--- src/sv/bsbp_pkg.sv ---
// Package with the shared types and constants of the BMP black pixel parser.
`timescale 1ns / 1ps

package bsbp_pkg;

   // Default image limits, used as parameter defaults on the top level.
   localparam int DEF_MAX_WIDTH  = 4096;
   localparam int DEF_MAX_HEIGHT = 4096;

   // Header layout.
   localparam logic [7:0] SIG_B      = 8'h42;
   localparam logic [7:0] SIG_M      = 8'h4D;
   localparam logic [5:0] HDR_SIG0   = 6'd0;
   localparam logic [5:0] HDR_SIG1   = 6'd1;
   localparam logic [5:0] HDR_W_LO   = 6'd18;
   localparam logic [5:0] HDR_W_HI   = 6'd21;
   localparam logic [5:0] HDR_H_LO   = 6'd22;
   localparam logic [5:0] HDR_H_HI   = 6'd25;
   localparam logic [5:0] HDR_DEPTH  = 6'd28;
   localparam logic [5:0] HDR_LAST   = 6'd53;
   localparam logic [7:0] BPP_24     = 8'd24;
   localparam logic [7:0] BPP_32     = 8'd32;

   // Result status codes.
   localparam logic [1:0] ST_PIXEL   = 2'd0;
   localparam logic [1:0] ST_BAD_SIG = 2'd1;
   localparam logic [1:0] ST_DEPTH   = 2'd2;
   localparam logic [1:0] ST_SIZE    = 2'd3;

   typedef enum logic [1:0] {
      PH_HEADER,
      PH_PIXELS,
      PH_PAD,
      PH_IDLE
   } phase_type;

   typedef struct packed {
      logic [1:0]  status;
      logic        is_black;
      logic [11:0] column;
      logic [11:0] row;
      logic        last_pixel;
   } result_type;

endpackage

--- src/sv/bsbp_parse.sv ---
// Parse state and per-byte update logic of the BMP black pixel parser.
`timescale 1ns / 1ps

module bsbp_parse import bsbp_pkg::*; #(
   parameter int MAX_WIDTH  = DEF_MAX_WIDTH,
   parameter int MAX_HEIGHT = DEF_MAX_HEIGHT
) (
   input  logic       clock,
   input  logic       reset,
   input  logic       step,
   input  logic [7:0] data_byte,
   input  logic       file_start,
   output logic       res_valid,
   output result_type res
);

   localparam int COL_W = $clog2(MAX_WIDTH + 1);
   localparam int ROW_W = $clog2(MAX_HEIGHT + 1);

   phase_type        phase_ff, phase_in;
   logic [5:0]       hcnt_ff, hcnt_in;
   logic [31:0]      width_ff, width_in;
   logic [31:0]      height_ff, height_in;
   logic [7:0]       bpp_ff, bpp_in;
   logic [1:0]       bip_ff, bip_in;
   logic             black_ff, black_in;
   logic [COL_W-1:0] col_ff, col_in;
   logic [ROW_W-1:0] row_ff, row_in;
   logic [1:0]       pad_ff, pad_in;

   // A file start restarts from the reset state before this byte is used.
   phase_type        cur_phase;
   logic [5:0]       cur_hcnt;
   logic [31:0]      cur_width, cur_height;
   logic [7:0]       cur_bpp;
   logic [1:0]       cur_bip, cur_pad, lane;
   logic             cur_black;
   logic [COL_W-1:0] cur_col, col_inc;
   logic [ROW_W-1:0] cur_row, row_inc;
   logic [31:0]      col_ext, row_ext;

   logic bad_sig, depth_bad, size_bad, hdr_end, pix_done, col_wrap, row_wrap;

   assign cur_phase  = file_start ? PH_HEADER : phase_ff;
   assign cur_hcnt   = file_start ? '0 : hcnt_ff;
   assign cur_width  = file_start ? '0 : width_ff;
   assign cur_height = file_start ? '0 : height_ff;
   assign cur_bpp    = file_start ? '0 : bpp_ff;
   assign cur_bip    = file_start ? '0 : bip_ff;
   assign cur_black  = file_start ? 1'b0 : black_ff;
   assign cur_col    = file_start ? '0 : col_ff;
   assign cur_row    = file_start ? '0 : row_ff;
   assign cur_pad    = file_start ? '0 : pad_ff;

   assign bad_sig   = ((cur_hcnt == HDR_SIG0) && (data_byte != SIG_B)) ||
                      ((cur_hcnt == HDR_SIG1) && (data_byte != SIG_M));
   assign hdr_end   = (cur_hcnt == HDR_LAST);
   assign depth_bad = (cur_bpp != BPP_24) && (cur_bpp != BPP_32);
   assign size_bad  = (cur_width > 32'(MAX_WIDTH)) || (cur_height > 32'(MAX_HEIGHT));
   assign pix_done  = (cur_bpp == BPP_24) ? (cur_bip >= 2'd2) : (cur_bip == 2'd3);
   assign col_inc   = cur_col + 1'b1;
   assign row_inc   = cur_row + 1'b1;
   assign col_wrap  = 32'(col_inc) >= cur_width;
   assign row_wrap  = 32'(row_inc) >= cur_height;
   assign col_ext   = 32'(cur_col);
   assign row_ext   = 32'(cur_row);
   // Offsets 18 and 22 both have 2 in their low bits.
   assign lane      = cur_hcnt[1:0] - 2'd2;

   // Next phase.
   always_comb begin
      phase_in = cur_phase;
      case (cur_phase)
         PH_HEADER: begin
            if (bad_sig) begin
               phase_in = PH_IDLE;
            end else if (hdr_end) begin
               if (!depth_bad && !size_bad && (cur_width != '0) && (cur_height != '0)) begin
                  phase_in = PH_PIXELS;
               end else begin
                  phase_in = PH_IDLE;
               end
            end
         end
         PH_PIXELS: begin
            if (pix_done && col_wrap) begin
               if (row_wrap) begin
                  phase_in = PH_IDLE;
               end else if (cur_width[1:0] != 2'd0 && cur_bpp == BPP_24) begin
                  phase_in = PH_PAD;
               end
            end
         end
         PH_PAD: begin
            if (cur_pad <= 2'd1) begin
               phase_in = PH_PIXELS;
            end
         end
         default: phase_in = cur_phase;
      endcase
   end

   // Datapath registers and result.
   always_comb begin
      hcnt_in   = cur_hcnt;
      width_in  = cur_width;
      height_in = cur_height;
      bpp_in    = cur_bpp;
      bip_in    = cur_bip;
      black_in  = cur_black;
      col_in    = cur_col;
      row_in    = cur_row;
      pad_in    = cur_pad;
      res_valid = 1'b0;
      res       = '0;
      case (cur_phase)
         PH_HEADER: begin
            if (bad_sig) begin
               res_valid  = 1'b1;
               res.status = ST_BAD_SIG;
            end else begin
               hcnt_in = cur_hcnt + 1'b1;
               if (cur_hcnt >= HDR_W_LO && cur_hcnt <= HDR_W_HI) begin
                  width_in[{lane, 3'b000} +: 8] = data_byte;
               end else if (cur_hcnt >= HDR_H_LO && cur_hcnt <= HDR_H_HI) begin
                  height_in[{lane, 3'b000} +: 8] = data_byte;
               end else if (cur_hcnt == HDR_DEPTH) begin
                  bpp_in = data_byte;
               end
               if (hdr_end && depth_bad) begin
                  res_valid  = 1'b1;
                  res.status = ST_DEPTH;
               end else if (hdr_end && size_bad) begin
                  res_valid  = 1'b1;
                  res.status = ST_SIZE;
               end
            end
         end
         PH_PIXELS: begin
            if (cur_bip == 2'd1) begin
               black_in = (data_byte == 8'd0);
            end
            if (!pix_done) begin
               bip_in = cur_bip + 1'b1;
            end else begin
               bip_in         = '0;
               res_valid      = 1'b1;
               res.status     = ST_PIXEL;
               res.is_black   = cur_black;
               res.column     = col_ext[11:0];
               res.row        = row_ext[11:0];
               res.last_pixel = col_wrap && row_wrap;
               col_in         = col_inc;
               if (col_wrap) begin
                  col_in = '0;
                  row_in = row_inc;
                  // Row padding at 24 bpp equals the low two bits of the width.
                  if (cur_bpp == BPP_24) begin
                     pad_in = cur_width[1:0];
                  end
               end
            end
         end
         PH_PAD: begin
            pad_in = (cur_pad <= 2'd1) ? 2'd0 : cur_pad - 2'd1;
         end
         default: res_valid = 1'b0;
      endcase
   end

   always_ff @(posedge clock) begin
      if (reset) begin
         phase_ff  <= PH_HEADER;
         hcnt_ff   <= '0;
         width_ff  <= '0;
         height_ff <= '0;
         bpp_ff    <= '0;
         bip_ff    <= '0;
         black_ff  <= 1'b0;
         col_ff    <= '0;
         row_ff    <= '0;
         pad_ff    <= '0;
      end else if (step) begin
         phase_ff  <= phase_in;
         hcnt_ff   <= hcnt_in;
         width_ff  <= width_in;
         height_ff <= height_in;
         bpp_ff    <= bpp_in;
         bip_ff    <= bip_in;
         black_ff  <= black_in;
         col_ff    <= col_in;
         row_ff    <= row_in;
         pad_ff    <= pad_in;
      end
   end

endmodule

--- src/sv/bsbp_out_reg.sv ---
// Result register that holds one word until the consumer takes it.
`timescale 1ns / 1ps

module bsbp_out_reg import bsbp_pkg::*; (
   input  logic       clock,
   input  logic       reset,
   input  logic       load,
   input  logic       load_valid,
   input  result_type load_data,
   input  logic       out_ready,
   output logic       out_valid,
   output logic       can_load,
   output result_type out_data
);

   logic       valid_ff, valid_in;
   result_type data_ff;

   assign can_load  = !valid_ff || out_ready;
   assign valid_in  = load ? load_valid : (valid_ff && !out_ready);
   assign out_valid = valid_ff;
   assign out_data  = data_ff;

   always_ff @(posedge clock) begin
      if (reset) begin
         valid_ff <= 1'b0;
      end else begin
         valid_ff <= valid_in;
      end
   end

   always_ff @(posedge clock) begin
      if (load && load_valid) begin
         data_ff <= load_data;
      end
   end

endmodule

--- src/sv/bmp_stream_black_pixel_parser_top.sv ---
// Top level of the BMP stream black pixel parser.
`timescale 1ns / 1ps
// Path: each result word is registered in the result register before the rsp port.
// Throughput: one byte word per cycle; the single-pass parse update sets this figure,
// and the byte channel stalls only while a result word waits and rsp_ready is low.
// Reset: synchronous, active high; the parser returns to the header phase as if a
// new file were starting, and the result register is emptied.

module bmp_stream_black_pixel_parser_top import bsbp_pkg::*; #(
   parameter int MAX_WIDTH  = DEF_MAX_WIDTH,
   parameter int MAX_HEIGHT = DEF_MAX_HEIGHT
) (
   input  logic        clock,
   input  logic        reset,
   input  logic        req_valid,
   output logic        req_ready,
   input  logic [7:0]  req_data_byte,
   input  logic        req_file_start,
   output logic        rsp_valid,
   input  logic        rsp_ready,
   output logic [1:0]  rsp_status,
   output logic        rsp_is_black,
   output logic [11:0] rsp_column,
   output logic [11:0] rsp_row,
   output logic        rsp_last_pixel
);

   // A byte word is taken whenever the result register is empty or is being drained,
   // so the parser stalls only while a finished result waits on the rsp side untaken.
   logic       step;
   logic       res_valid;
   result_type res;
   result_type out_data;

   assign step = req_valid && req_ready;

   // The parser advances its header, pixel and padding counters once per byte word
   // and flags at most one result word for that byte.
   bsbp_parse #(
      .MAX_WIDTH  (MAX_WIDTH),
      .MAX_HEIGHT (MAX_HEIGHT)
   ) u_parse (
      .clock      (clock),
      .reset      (reset),
      .step       (step),
      .data_byte  (req_data_byte),
      .file_start (req_file_start),
      .res_valid  (res_valid),
      .res        (res)
   );

   // The result register parts the two channels.
   bsbp_out_reg u_out (
      .clock      (clock),
      .reset      (reset),
      .load       (step),
      .load_valid (res_valid),
      .load_data  (res),
      .out_ready  (rsp_ready),
      .out_valid  (rsp_valid),
      .can_load   (req_ready),
      .out_data   (out_data)
   );

   assign rsp_status     = out_data.status;
   assign rsp_is_black   = out_data.is_black;
   assign rsp_column     = out_data.column;
   assign rsp_row        = out_data.row;
   assign rsp_last_pixel = out_data.last_pixel;

   // Error words carry no pixel information.
   a_error_fields_zero: assert property (@(posedge clock) disable iff (reset)
      (rsp_valid && rsp_status != ST_PIXEL) |->
         (!rsp_is_black && rsp_column == 12'd0 && rsp_row == 12'd0 && !rsp_last_pixel))
      else $error("error result word carries pixel fields");

   // With the result register empty the byte channel must be open.
   a_ready_when_empty: assert property (@(posedge clock) disable iff (reset)
      !rsp_valid |-> req_ready)
      else $error("byte channel stalled with empty result register");

   // Reset leaves no result word pending.
   a_reset_empties: assert property (@(posedge clock) disable iff (reset)
      $past(reset) |-> !rsp_valid)
      else $error("result word present right after reset");

endmodule

--- config.mk ---
export PLATFORM = sky130hd
export DESIGN_NAME = bmp_stream_black_pixel_parser_top
export DESIGN_NICKNAME = d
export VERILOG_FILES = /design/src/sv/bsbp_pkg.sv /design/src/sv/bsbp_parse.sv /design/src/sv/bsbp_out_reg.sv /design/src/sv/bmp_stream_black_pixel_parser_top.sv
export SDC_FILE = /design/constraint.sdc
export NUM_CORES = 1
export LEC_CHECK = 0
export BUFFER_PORTS_ARGS = -buffer_cell sky130_fd_sc_hd__buf_4
export CAP_MARGIN = 20
export CORE_MARGIN = 5
export CORE_UTILIZATION = 61
export CTS_CLUSTER_SIZE = 28
export DETAILED_ROUTE_END_ITERATION = 7
export MAX_ROUTING_LAYER = met4
export PLACE_DENSITY = 0.8
export SYNTH_ARGS = -nofsm -noshare
export SYNTH_HDL_FRONTEND = slang
export SYNTH_HIERARCHICAL = 1
export SYNTH_SLANG_ARGS = --single-unit
--- constraint.sdc ---
create_clock -name clock -period 5.6 [get_ports clock]
set_input_delay 1.4 -clock clock [delete_from_list [all_inputs] [get_ports clock]]
set_output_delay 1.4 -clock clock [all_outputs]
set_load 0.02 [all_outputs]
After elaboration in Yosys (flattened, before gate mapping)
Index checks and enable logic that the tools add are counted.
- logic and storage cells: 137
- output and inout port bits: 30
- register bits after elaboration: 140
- reduce and logical (&&, ||, !) cells: 30
- eq/ne operators: 12
- shift operators: 2
- multiplexer cells: 60
- magnitude comparators: 10
- add/sub/neg operators: 7
- operator list (kind ; count):
    two-way mux 32 bit ; 9
    two-way mux 13 bit ; 8
    bitwise mux 32 bit ; 2
    greater-or-equal comparator 13 x 32 -> 1 bit ; 2
    greater-than comparator 32 x 13 -> 1 bit, second input constant ; 2
    nonzero test 32 bit ; 2
    two-way mux 8 bit ; 6
    two-way mux 2 bit ; 19
    variable shift 8 x 7 -> 32 bit, first input constant ; 1
    indexed part select 8 x 7 -> 32 bit ; 1
    adder 13 x 1 -> 13 bit, second input constant ; 2
    two-way mux 6 bit ; 3
    logical AND 1 bit ; 16
    inequality test 8 x 7 -> 1 bit, second input constant ; 2
    greater-or-equal comparator 6 x 5 -> 1 bit, second input constant ; 2
    less-or-equal comparator 6 x 5 -> 1 bit, second input constant ; 2
    two-way mux 1 bit ; 9
    equality test 8 x 5 -> 1 bit, second input constant ; 1
    zero test 8 bit ; 1
    inequality test 8 x 5 -> 1 bit, second input constant ; 1
    inequality test 8 x 6 -> 1 bit, second input constant ; 1
    one-hot mux 2 bit (2 select lines) ; 2
    negator 5 -> 7 bit ; 1
    adder 6 x 1 -> 6 bit, second input constant ; 1
    18 further kinds ; 25

Depth between registers and ports, before layout
- depth in word-level cells: 11
- mapped depth: 20

Cells and area by module
Netlist, hierarchy kept.
- modules (own cells, without submodules) (module ; area an instance (um^2) ; cells each ; instances):
    bsbp_parse ; 6426.2 ; 776 ; 1
    bsbp_out_reg ; 900.9 ; 33 ; 1
    bmp_stream_black_pixel_parser_top ; 6.3 ; 1 ; 1

Least setup slack after synthesis
Ideal clock, no wire load.
- path kind: input -> register
- start point: input port req_file_start
- end point: register u_parse.phase_ff[0]
- slack: 0.647 ns
- library setup time: 0.120 ns
- stages: 18
- arrival time: 4.833 ns
- path through: clkbuf_1 > clkbuf_1 > nor2b_1 > ha_1 > nand3_1 > nor3_1 > and3_1 > nand3_1 > xnor2_1 > nor2_1 > ha_1 > nand3_1 > o22ai_1 > a2111oi_0 > o21ai_0 > o221a_2 > and2_1 > o31a_1
- longest elaborated chain between the ends: 7
- elaborated cells between the ends (all ways): 37
- RTL lines (item ; RTL line ; text):
    start, declared ; bmp_stream_black_pixel_parser_top.sv:18 ; input logic req_file_start,
    branches (longest 6 deep; another with greater-or-equal comparator 13 x 32 -> 1 bit) ; -- ;
    one-hot mux 2 bit (3 select lines) * ; bsbp_parse.sv:73 ; case (cur_phase)
    end signal, assigned ; bsbp_parse.sv:184 ; phase_ff <= phase_in;
    end, declared ; bsbp_parse.sv:20 ; phase_type phase_ff, phase_in;
Every way passes the cells marked *.
A chain may end at the register's enable or synchronous reset.

Worst setup path after layout
- start point: input port req_file_start
- end point: register u_parse.row_ff[10]
- longest elaborated chain between the ends: 6
- elaborated cells between the ends (all ways): 17
- RTL lines (item ; RTL line ; text):
    two-way mux 13 bit ; bsbp_parse.sv:51 ; assign cur_col = file_start ? '0 : col_ff;
    adder 13 x 1 -> 13 bit ; bsbp_parse.sv:61 ; assign col_inc = cur_col + 1'b1;
    greater-or-equal comparator 13 x 32 -> 1 bit ; bsbp_parse.sv:63 ; assign col_wrap = 32'(col_inc) >= cur_width;
    two-way mux 13 bit ; bsbp_parse.sv:154 ; if (col_wrap) begin
    two-way mux 13 bit ; bsbp_parse.sv:143 ; if (!pix_done) begin
    two-way mux 13 bit * ; bsbp_parse.sv:116 ; case (cur_phase)
    end signal, assigned ; bsbp_parse.sv:192 ; row_ff <= row_in;
    end, declared ; bsbp_parse.sv:28 ; logic [ROW_W-1:0] row_ff, row_in;
Every way passes the cells marked *; elsewhere a longest branch is shown, timed or not.

==> flow_metrics.env <==
export IMPL_synth_edff_count=28
export IMPL_cts_hold_buf=0
export IMPL_crit_type="in -> reg"
export IMPL_hold_viol=0
export IMPL_ys_flop_type="dfxtp_1"
export IMPL_numClockSinks=140
export IMPL_hp_class="reg -> reg"
export IMPL_dieArea_sq_um=14300
export IMPL_grt_remaining_overflow=0
export IMPL_synthCells=810
export IMPL_rsz0062_at_grt="no"
export IMPL_report_final_setup_viol=0
export IMPL_ir_drop_uv=212
export IMPL_clkTransAtPathRegs_ns=0.06
export IMPL_fmax_ghz=0.213
export IMPL_grt_max_degree=77
export IMPL_power_frac_clock_pct=48.2
export IMPL_maxSlewViolCount=0
export IMPL_path_buf_inv=3
export IMPL_rows=40
export IMPL_dp_cells=964
export IMPL_cts_tree="yes"
export IMPL_boundaryPins=43
export IMPL_crit_fanout=23
export IMPL_diodes=0
export IMPL_swShare_pct=23.9
export IMPL_seq_area_sq_um=3080
export IMPL_synthArstFlopShare_pct=0
export IMPL_path_delay_family="simple AND/OR/NAND/NOR gates"
export IMPL_initial_utilization_pct=61.6
export IMPL_crit_path_cell_trace="buf_4 -> inv_2 -> nand2_1 -> inv_1 -> ha_1 -> nand3_1 -> nor2_1 -> nand3_1 -> xor2_1 -> nor2_1 -> ha_1 -> and3_1 -> a221o_1 -> a21oi_1 -> o21a_1 -> nor3_1 -> or4b_2 -> o221ai_1"
export IMPL_hpwl_um=12900
export IMPL_cts_max_path_buffers=2
export IMPL_die_h_um=120
export IMPL_avgViaCountPerCell=6.53
export IMPL_routedWlPerCell_um=18.9
export IMPL_fin_skew_ns=0.00768
export IMPL_yosys_cell_types_count=73
export IMPL_htreeDepth=4
export IMPL_root_buffer="clkbuf_16"
export IMPL_fill_cells=961
export IMPL_dr_total_vias=6505
export IMPL_drive_gt1_share_pct=12.8
export IMPL_power_leakage_nw=3.25
export IMPL_r2r_start="u_parse/col_ff[0]"
export IMPL_seqPwrFrac_pct=42.9
export IMPL_gp_congestion=0.971
export IMPL_ys_seq_area_share_pct=42.0
export IMPL_first_iter_violations=692
export IMPL_clock_latency_ns=0.43
export IMPL_cap_violations=0
export IMPL_startpoint="req_file_start"
export IMPL_cp_start_kind="input port"
export IMPL_worstMarginPinSlew_ns=0.982
export IMPL_fin_setup_tns_ns=0
export IMPL_drc=0
export IMPL_final_nets=890
export IMPL_slew_headroom_pct=33.9
export IMPL_synthesis_nets=864
export IMPL_worstSetupEndpointType="flip-flop"
export IMPL_status="finished clean"
export IMPL_grt_pass1_wl_um=31300
export IMPL_yosysWarningCount=6
export IMPL_min_from="u_parse/height_ff[20]"
export IMPL_power_internal_mw=1.89
export IMPL_antenna_found_initial=0
export IMPL_reg2reg_slack_ns=1.83
export IMPL_area_growth_synth_to_final_pct=14.2
export IMPL_numCtsBuffers=17
export IMPL_multi_input_area_sq_um=3980
export IMPL_die_w_um=120
export IMPL_worst_path_max_delay_cell="or4b_2"
export IMPL_synth_area_sq_um=7330
export IMPL_grt_pass1_vias=6238
export IMPL_post_cts_resized=0
export IMPL_combPwrFrac_pct=8.8
export IMPL_finalNonFillerCells=996
export IMPL_fin_crit_sh_pct=84.0
export IMPL_post_cts_buffers=0
export IMPL_cp_required_ns=5.94
export IMPL_drtAntennaViolNets=0
export IMPL_dr_pass1_iters=8
export IMPL_grt_use_total_pct=27.5
export IMPL_syn_avg_cell_area_sq_um=9.05
export IMPL_portBuffers=42
export IMPL_ys_ff_latch=140
export IMPL_min_period_ns=4.70
export IMPL_coreArea_sq_um=11900
export IMPL_power_density_nw_per_um2=297
export IMPL_wl_um=18800
export IMPL_cp_arrival_ns=5.05
export IMPL_p_sw_uw=596
export IMPL_critical_path_max_stage_delay_ns=0.61
[cell usage in the layout, fill, tap and decap left out, types with 17 or more instances in the layout]
| cell type | Yosys | layout |
|---|---|---|
| dfxtp_1 | 112 | 112 |
| nor2_1 | 86 | 86 |
| nand2_1 | 82 | 82 |
| buf_4 | 0 | 52 |
| ha_1 | 41 | 41 |
| a22o_1 | 36 | 36 |
| a21oi_1 | 30 | 30 |
| edfxtp_1 | 28 | 28 |
| o21ai_0 | 27 | 27 |
| a32o_1 | 25 | 25 |
| nand3_1 | 24 | 24 |
| inv_1 | 24 | 24 |
| nor3_1 | 23 | 23 |
| and3_1 | 21 | 21 |
| clkbuf_16 | 0 | 19 |
| a22oi_1 | 19 | 19 |
| nor4_1 | 17 | 17 |
[layout make-up]
type | instances | area share (%)
sequential | 140 | 36.8
timing repair buffer | 52 | 4.66
tap | 147 | 2.20
inverter | 25 | 1.12
clock inverter | 11 | 1.82
multi-input combinational | 600 | 47.5
clock buffer | 21 | 5.88
[cell usage after synthesis (24+ instances only)]
cell / n / share of area, %
ha_1: 41 / 7.0
clkbuf_1: 42 / 2.1
nand2_1: 82 / 4.2
a22o_1: 36 / 4.3
a32o_1: 25 / 3.4
o21ai_0: 27 / 1.8
nand3_1: 24 / 1.6
edfxtp_1: 28 / 11
nor2_1: 86 / 4.4
a21oi_1: 30 / 2.0
inv_1: 24 / 1.2
dfxtp_1: 112 / 31
[through the flow]
step / total power [mW] / cell area (sq um) / hold slack (ns) / utilization [%] / worst slack, ns
global route: 2.56 / 8380 / 0.483 / 70.3 / 0.552
finish: 2.49 / 8380 / 0.470 / 70.3 / 0.895
floorplan: 1.23 / 7330 / 0.434 / - / 0.647
CTS: 2.50 / 8380 / 0.470 / 70.3 / 0.958
detailed placement: 1.31 / 7730 / 0.456 / 64.9 / 0.537
global placement: 1.30 / 7730 / 0.447 / 64.9 / 0.723
[power by group through the flow]
| stage | sequential [mW] | clock, mW | combinational, mW |
|---|---|---|---|
| finish | 1.07 | 1.20 | 0.220 |
| global route | 1.07 | 1.25 | 0.239 |
| CTS | 1.07 | 1.21 | 0.218 |
| global placement | 1.09 | 0 | 0.212 |
| floorplan | 1.11 | 0 | 0.114 |
| detailed placement | 1.09 | 0 | 0.217 |
[metal layers]
metal  GRT usage, %  vias to the layer above  part of all wire (%)
met1           35.3                     3098                    43
met4           11.5                        0                   2.5
met2           42.9                      284                    47
met5              -                        -                     0
li1               -                     3087                     -
met3           5.28                       36                   6.8
[state kept, by name, summed over array words and instances (netlist names)]
register	flops
u_parse/col_ff	13
u_parse/row_ff	13
u_out/out_valid	1
u_out/out_data	28
u_parse/bpp_ff	8
u_parse/black_ff	1
u_parse/width_ff	32
u_parse/hcnt_ff	6
u_parse/phase_ff	2
u_parse/bip_ff	2
u_parse/height_ff	32
u_parse/pad_ff	2
[logic make-up (layout without fill, tap and decap cells)]
logic type	after synthesis	after routing	synth area share, %
adder cells (fa/ha/maj)	41	41	7.00
buffers and inverters	70	109	3.69
XOR/XNOR	20	20	2.39
flip-flops	140	140	42.0
multiplexers	9	9	1.25
AND/OR/NAND/NOR	327	327	22.7
AO/OA/AOI/OAI	203	203	21.0
[final timing paths]
kind,end,cells past startpoint
hold reg to reg,u_parse/height_ff[20],1
setup reg to reg,u_parse/row_ff[10],16
setup / recovery,u_parse/row_ff[10],18
hold / removal,u_parse/height_ff[20],1
No activity file was read; power rests on OpenSTA's default activity.
